$ cat src/sv/rmbh_pkg.sv
// Package for the rotate-multiply byte hash.
// Holds the word type, the initial hash values, the mixing constants and the
// control struct passed from the top level to the hash core. No dependencies.
package rmbh_pkg;

  localparam int unsigned NumWords = 8;
  localparam int unsigned IdxW     = 3;
  localparam int unsigned WordW    = 32;
  localparam int unsigned ByteW    = 8;
  localparam int unsigned RotLeft  = 5;
  localparam int unsigned RotRight = WordW - RotLeft;

  typedef logic [WordW-1:0] word_t;
  typedef logic [IdxW-1:0]  idx_t;
  typedef word_t            ring_t [NumWords];

  localparam word_t HashMult = 32'h5bd1e995;
  localparam idx_t  LastIdx  = idx_t'(NumWords - 1);

  localparam word_t InitWords [NumWords] = '{
    32'h6a09e667, 32'hbb67ae85, 32'h3c6ef372, 32'ha54ff53a,
    32'h510e527f, 32'h9b05688c, 32'h1f83d9ab, 32'h5be0cd19
  };

  // Control from the input stage to the hash core.
  typedef struct packed {
    logic             absorb;
    logic             restart;
    logic [ByteW-1:0] data;
  } core_ctl_t;

endpackage

$ cat src/sv/rmbh_in_if.sv
// Input channel of the rotate-multiply byte hash: valid/ready plus one byte
// and the absorb/finish mode. Depends on nothing.
interface rmbh_in_if;
  logic       valid;
  logic       ready;
  logic       mode;
  logic [7:0] data_byte;

  modport source (output valid, output mode, output data_byte, input ready);
  modport sink (input valid, input mode, input data_byte, output ready);
endinterface

$ cat src/sv/rmbh_out_if.sv
// Output channel of the rotate-multiply byte hash: valid/ready plus one digest
// word with its index and a last flag. Depends on nothing.
interface rmbh_out_if;
  logic        valid;
  logic        ready;
  logic [31:0] digest_word;
  logic [2:0]  word_index;
  logic        last_word;

  modport source (output valid, output digest_word, output word_index, output last_word,
                  input ready);
  modport sink (input valid, input digest_word, input word_index, input last_word,
                output ready);
endinterface

$ cat src/sv/rmbh_core.sv
// Hash state of the rotate-multiply byte hash, kept as a ring of eight words
// with the current word always in slot 0. Depends on rmbh_pkg.
module rmbh_core
  import rmbh_pkg::*;
(
  input  logic      clk_i,
  input  logic      rst_ni,
  input  core_ctl_t ctl_i,
  output ring_t     ring_o,
  output idx_t      pos_o
);

  ring_t ring_q, ring_d;
  idx_t  pos_q, pos_d;
  word_t mixed;
  word_t gained;

  // Rotate, XOR and multiply-add on the two front slots of the ring.
  assign mixed  = ((ring_q[0] << RotLeft) | (ring_q[0] >> RotRight))
                  ^ word_t'(ctl_i.data);
  assign gained = ring_q[1] + mixed * HashMult;

  // After an absorb the ring turns by one so the next word sits in slot 0.
  // The mixed word moves to the back of the ring.
  always_comb begin
    ring_d = ring_q;
    pos_d  = pos_q;
    if (ctl_i.restart) begin
      ring_d = InitWords;
      pos_d  = '0;
    end else if (ctl_i.absorb) begin
      for (int i = 1; i < NumWords - 1; i++) begin
        ring_d[i] = ring_q[i + 1];
      end
      ring_d[NumWords - 1] = mixed;
      ring_d[0]            = gained;
      pos_d                = pos_q + idx_t'(1);
    end
  end

  always_ff @(posedge clk_i or negedge rst_ni) begin
    if (!rst_ni) begin
      ring_q <= InitWords;
      pos_q  <= '0;
    end else begin
      ring_q <= ring_d;
      pos_q  <= pos_d;
    end
  end

  assign ring_o = ring_q;
  assign pos_o  = pos_q;

endmodule

$ cat src/sv/rotate_multiply_byte_hash.sv
// Rotate-multiply byte hash, top level: input register, hash core and digest
// buffer. Depends on rmbh_pkg, rmbh_in_if, rmbh_out_if and rmbh_core.
// Throughput: one byte transaction per cycle unless a finish waits on the buffer;
// the hash update is one rotate, XOR and 32-bit multiply-add from the input
// register into the word ring. With the buffer free, an accepted finish restarts
// the core as the buffer captures the ring, which shows word 0; its eight words
// leave one per cycle while ready is high. A further finish waits in the input
// register, holding off new transactions, until the last buffered word leaves.
// Reset loads the initial words, clears the byte counter and empties both stages.
module rotate_multiply_byte_hash
  import rmbh_pkg::*;
(
  input  logic       clk_i,
  input  logic       rst_ni,
  rmbh_in_if.sink    in_i,
  rmbh_out_if.source out_o
);

  logic             stg_valid_q;
  logic             stg_mode_q;
  logic [ByteW-1:0] stg_byte_q;
  logic             stg_go;
  logic             buf_free;
  logic             buf_busy_q;
  idx_t             cnt_q;
  idx_t             rd_q;
  ring_t            buf_q;
  ring_t            ring;
  idx_t             pos;
  core_ctl_t        ctl;
  logic             out_last;

  // An absorb always leaves the input stage; a finish needs a free buffer.
  assign out_last  = (cnt_q == LastIdx);
  assign buf_free  = !buf_busy_q || (out_o.ready && out_last);
  assign stg_go    = stg_valid_q && (!stg_mode_q || buf_free);
  assign in_i.ready = !stg_valid_q || stg_go;

  // Input register.
  always_ff @(posedge clk_i or negedge rst_ni) begin
    if (!rst_ni) begin
      stg_valid_q <= 1'b0;
    end else if (in_i.valid && in_i.ready) begin
      stg_valid_q <= 1'b1;
    end else if (stg_go) begin
      stg_valid_q <= 1'b0;
    end
  end

  always_ff @(posedge clk_i) begin
    if (in_i.valid && in_i.ready) begin
      stg_mode_q <= in_i.mode;
      stg_byte_q <= in_i.data_byte;
    end
  end

  // Hash core.
  assign ctl.absorb  = stg_go && !stg_mode_q;
  assign ctl.restart = stg_go && stg_mode_q;
  assign ctl.data    = stg_byte_q;

  rmbh_core u_core (
    .clk_i  (clk_i),
    .rst_ni (rst_ni),
    .ctl_i  (ctl),
    .ring_o (ring),
    .pos_o  (pos)
  );

  // Digest buffer: word i sits in ring slot (i - pos) mod 8 at capture.
  always_ff @(posedge clk_i or negedge rst_ni) begin
    if (!rst_ni) begin
      buf_busy_q <= 1'b0;
      cnt_q      <= '0;
      rd_q       <= '0;
    end else if (ctl.restart) begin
      buf_busy_q <= 1'b1;
      cnt_q      <= '0;
      rd_q       <= idx_t'(0) - pos;
    end else if (buf_busy_q && out_o.ready) begin
      cnt_q <= cnt_q + idx_t'(1);
      rd_q  <= rd_q + idx_t'(1);
      if (out_last) begin
        buf_busy_q <= 1'b0;
      end
    end
  end

  always_ff @(posedge clk_i) begin
    if (ctl.restart) begin
      buf_q <= ring;
    end
  end

  // Output transaction straight from the buffer registers.
  assign out_o.valid       = buf_busy_q;
  assign out_o.digest_word = buf_q[rd_q];
  assign out_o.word_index  = cnt_q;
  assign out_o.last_word   = out_last;

endmodule

$ cat src/flat_wrapper.sv
// flat-port wrapper written by rule: the top's interface ports become plain ports
module rotate_multiply_byte_hash_flat import rmbh_pkg::*;
  (clk_i, rst_ni, in_i_valid, in_i_mode, in_i_data_byte, in_i_ready, out_o_valid, out_o_digest_word, out_o_word_index, out_o_last_word, out_o_ready);
  rmbh_in_if in_i_i ();
  rmbh_out_if out_o_i ();
  input  logic clk_i;
  input  logic rst_ni;
  input wire logic [$bits(in_i_i.valid)-1:0] in_i_valid;
  input wire logic [$bits(in_i_i.mode)-1:0] in_i_mode;
  input wire logic [$bits(in_i_i.data_byte)-1:0] in_i_data_byte;
  output wire logic [$bits(in_i_i.ready)-1:0] in_i_ready;
  output wire logic [$bits(out_o_i.valid)-1:0] out_o_valid;
  output wire logic [$bits(out_o_i.digest_word)-1:0] out_o_digest_word;
  output wire logic [$bits(out_o_i.word_index)-1:0] out_o_word_index;
  output wire logic [$bits(out_o_i.last_word)-1:0] out_o_last_word;
  input wire logic [$bits(out_o_i.ready)-1:0] out_o_ready;
  assign in_i_i.valid = in_i_valid;
  assign in_i_i.mode = in_i_mode;
  assign in_i_i.data_byte = in_i_data_byte;
  assign in_i_ready = in_i_i.ready;
  assign out_o_valid = out_o_i.valid;
  assign out_o_digest_word = out_o_i.digest_word;
  assign out_o_word_index = out_o_i.word_index;
  assign out_o_last_word = out_o_i.last_word;
  assign out_o_i.ready = out_o_ready;
  rotate_multiply_byte_hash u_core (.clk_i(clk_i), .rst_ni(rst_ni), .in_i(in_i_i), .out_o(out_o_i));
endmodule
$ cat config.mk
export PLATFORM = sky130hd
export DESIGN_NAME = rotate_multiply_byte_hash_flat
export DESIGN_NICKNAME = d
export VERILOG_FILES = /design/src/sv/rmbh_pkg.sv /design/src/sv/rmbh_in_if.sv /design/src/sv/rmbh_out_if.sv /design/src/sv/rmbh_core.sv /design/src/sv/rotate_multiply_byte_hash.sv /design/src/flat_wrapper.sv
export SDC_FILE = /design/constraint.sdc
export NUM_CORES = 1
export LEC_CHECK = 0
export BUFFER_PORTS_ARGS = -buffer_cell sky130_fd_sc_hd__clkbuf_2
export CAP_MARGIN = 20
export CORE_MARGIN = 8
export CORE_UTILIZATION = 55
export CTS_BUF_LIST = sky130_fd_sc_hd__clkbuf_4 sky130_fd_sc_hd__clkbuf_8 sky130_fd_sc_hd__clkbuf_16
export CTS_CLUSTER_DIAMETER = 100
export DETAILED_ROUTE_END_ITERATION = 8
export GPL_TIMING_DRIVEN = 0
export PLACE_DENSITY = 0.71
export REMOVE_ABC_BUFFERS = 1
export SLEW_MARGIN = 5
export SYNTH_ARGS = -nofsm -noshare
export SYNTH_HDL_FRONTEND = slang
export SYNTH_SLANG_ARGS = --single-unit
$ cat constraint.sdc
create_clock -name clk_i -period 14.92 [get_ports clk_i]
set_input_delay 0.746 -clock clk_i [delete_from_list [all_inputs] [get_ports clk_i]]
set_output_delay 0.746 -clock clk_i [all_outputs]
set_load 0.01 [all_outputs]
==> key figures <==
Clock tree
  • H-tree depth: 2
  • Clk_lat worst skew: ~0.6 ns
  • PostCTS Resize Cnt: 0
  • Clock tree buffer depth: 3
  • Number of CTS-inserted buffers: 55
  • Clock sink count: around 530
  • Cts hold-fix bufs: 0
  • Root buffer selected by CTS: clkbuf_16
  • Worst-path clk slew: around 0.060 ns
  • CTS tree: done
  • # Post-CTS Setup Buffers: 0

Global route
  • Vias in the first global route: 19.04k
  • Remaining global-route overflow: 0
  • Initial antenna violation count: 0
  • First-pass GRT wire length: between 100000 and 150000 um
  • All-Layer GR Usage: 0.2156
  • Largest net degree at the start of global routing: 125

Critical path
  • Crit path max fanout: 11
  • Crit Path Class: reg -> reg
  • Req. time, crit path: 15.44 ns
  • CP max-delay cell: clkinv_1
  • Kind of start point of the critical path: register
  • CP top delay family: adder cells
  • Crit path buffers/inverters: 5
  • WP data arrival: around 9 ns
  • CP Capture Type: register
  • Top cell by count, worst path: fa_1
  • Max stage delay on crit path: 0.84 ns

Routing
  • Drt total wl: approximately 66000 um
  • Via count: approximately 18k
  • Vias per cell: ~5.6
  • Drc violations: 0
  • Avg WL per Cell: a little over 20 um
  • Initial DRC count: ~1.3k
  • Drt first pass iters: 5
  • DRT antenna net count: 0

Synth
  • Synth area leaders: edfxtp_1 26%, fa_1 13%, dfstp_2 12%
  • Largest area contributor in the netlist: edfxtp_1
  • Seq/Total Area, Yosys: 0.4892
  • Synthesized area: about 30000 um^2
  • Mapped Cells: between 2k and 2.5k
  • Post-synth ARST share: 0.5019
  • Yosys reg bits: 532
  • Syn. warnings: 0
  • Yosys cell types: 64
  • Main synth FF type: edfxtp_1
  • Post-synth EDFFs: around 270
  • Syn avg cell area: about 12 um^2
  • Top-count cell post-synth: nand2_1
  • Synth top area share: 0.2628
  • Top post-synthesis cells by count: 452 x nand2_1, 319 x inv_1, 265 x edfxtp_1

Final layout
  • Nets: around 2.9k
  • Antenna Cells: 0
  • P&R area growth vs syn: 10.81%
  • Final cell count without fillers: around 3.2k
  • Share of cells above drive strength 1: 0.1724
  • Fill count: 4207

Floorplan
  • Core Area: around 55000 um^2
  • Die Ht: 250.6 um
  • Initial Util: 0.5528
  • Width of the die: between 200 and 300 um
  • Die Area: about 63000 um^2
  • # rows: 86
  • IO Pins: a little over 50

STA
  • RSZ-0062 raised after global routing: no
  • Max Fclk: between 0.1 and 0.15 GHz
  • Final Skew: approximately 0.024 ns
  • Final setup viols: 0
  • Slew HR: 0.2367
  • Worst-Margin Slew: 1.141 ns
  • Final Max Slew Viols: 0
  • Minimum clock period: between 8 and 9 ns
  • Period utilisation layout: 0.5621
  • Hold Vio Cnt, Final: 0

Placed design
  • PortBufs: 50
  • Dpl cells: 3141
  • Routability congestion estimate: 0.9023
  • DP HPWL: 45480 um

Job
  • Max-Cap Viols: 0

Run status
  • Status: completed

Worst hold path
  • Worst hold path type: in -> async
-- cell type report --
| cell class | count | area (um^2) | share of cell area |
|---|---|---|---|
| clock buffers | 78 | 1598 | 0.04763 |
| clock inverters | 26 | 340.3 | 0.01014 |
| inverters | 322 | 1216 | 0.03625 |
| multi-input cells | 1508 | 13860 | 0.4130 |
| flip-flops and latches | 532 | 14820 | 0.4418 |
| well taps | 704 | 880.8 | 0.02626 |
| repair buffers | 75 | 834.6 | 0.02488 |
-- stage by stage --
| step | area [um^2] | TNS, ns | worst slack (ns) | hold WS [ns] | utilization |
|---|---|---|---|---|---|
| floorplan | 29850 | 0 | 4.761 | 0.4249 | - |
| global placement | 30980 | -447.85 | -1.745 | 0.4302 | 0.5656 |
| detailed placement | 31610 | 0 | 6.596 | 0.4320 | 0.5771 |
| CTS | 33550 | 0 | 6.566 | 0.1530 | 0.6125 |
| global route | 33550 | 0 | 6.162 | 0.1735 | 0.6125 |
| finish | 33550 | 0 | 6.533 | 0.1520 | 0.6125 |
-- cell usage in the layout (no fill, tap or decap), drive strengths merged, types with 11 or more instances in the layout --
cell | Yosys | layout
buf | 8 | 25
nand3b | 100 | 100
fa | 202 | 202
xor2 | 23 | 23
mux4 | 64 | 64
nor2 | 29 | 29
xnor2 | 68 | 68
a21oi | 39 | 39
dfrtp | 131 | 131
and2 | 11 | 11
o21ai | 175 | 175
clkinv | 3 | 17
clkbuf | 93 | 128
dfstp | 136 | 136
ha | 217 | 217
inv | 319 | 321
nand2 | 452 | 452
edfxtp | 265 | 265
mux2 | 32 | 32
-- final timing paths --
| path | start | to | slack [ns] | depth (start not counted) |
|---|---|---|---|---|
| worst max-delay path | u_core.stg_byte_q[3]$_DFFE_PP_ | u_core.u_core.ring_o[253]$_DFFE_PN1P_ | 6.53 | 25 |
| worst min-delay path | rst_ni | u_core.u_core.ring_o[83]$_DFFE_PN0P_ | 0.15 | 1 |
| worst max register to register | u_core.stg_byte_q[3]$_DFFE_PP_ | u_core.u_core.ring_o[253]$_DFFE_PN1P_ | 6.53 | 25 |
| worst min register to register | u_core.u_core.ring_o[206]$_DFFE_PN0P_ | u_core.buf_q[206]$_DFFE_PP_ | 0.44 | 0 |
| max in group asynchronous | rst_ni | u_core.u_core.ring_o[36]$_DFFE_PN0P_ | 13.79 | 2 |
| min in group clk_i | in_i_data_byte[5] | u_core.stg_byte_q[5]$_DFFE_PP_ | 0.31 | 1 |
-- kinds of logic after synthesis --
logic type	Yosys count	synth area share
simple gates	629	0.09402
buf+inv	424	0.05410
xor+xnor	91	0.02633
flops	532	0.4892
compound gates	269	0.05232
fa+ha+maj	421	0.2239
mux	98	0.06017
-- state kept, by name, summed over array words and instances (netlist names) --
register / count
u_core.stg_mode_q: 1
u_core.u_core.pos_o: 3
u_core.out_o.valid: 1
u_core.out_o.word_index: 3
u_core.stg_valid_q: 1
u_core.stg_byte_q: 8
u_core.buf_q: 256
u_core.rd_q: 3
u_core.u_core.ring_o: 256
-- routing by layer --
layer	track usage	part of all wire	vias up
li1	-	-	8290
met1	0.3019	0.44	9251
met2	0.3492	0.48	441
met3	0.03638	0.056	104
met4	0.05703	0.023	0
met5	0	0	-
Power is not shown: default switching activity piles up to over one toggle a cycle in this logic, so the estimate is an artifact.
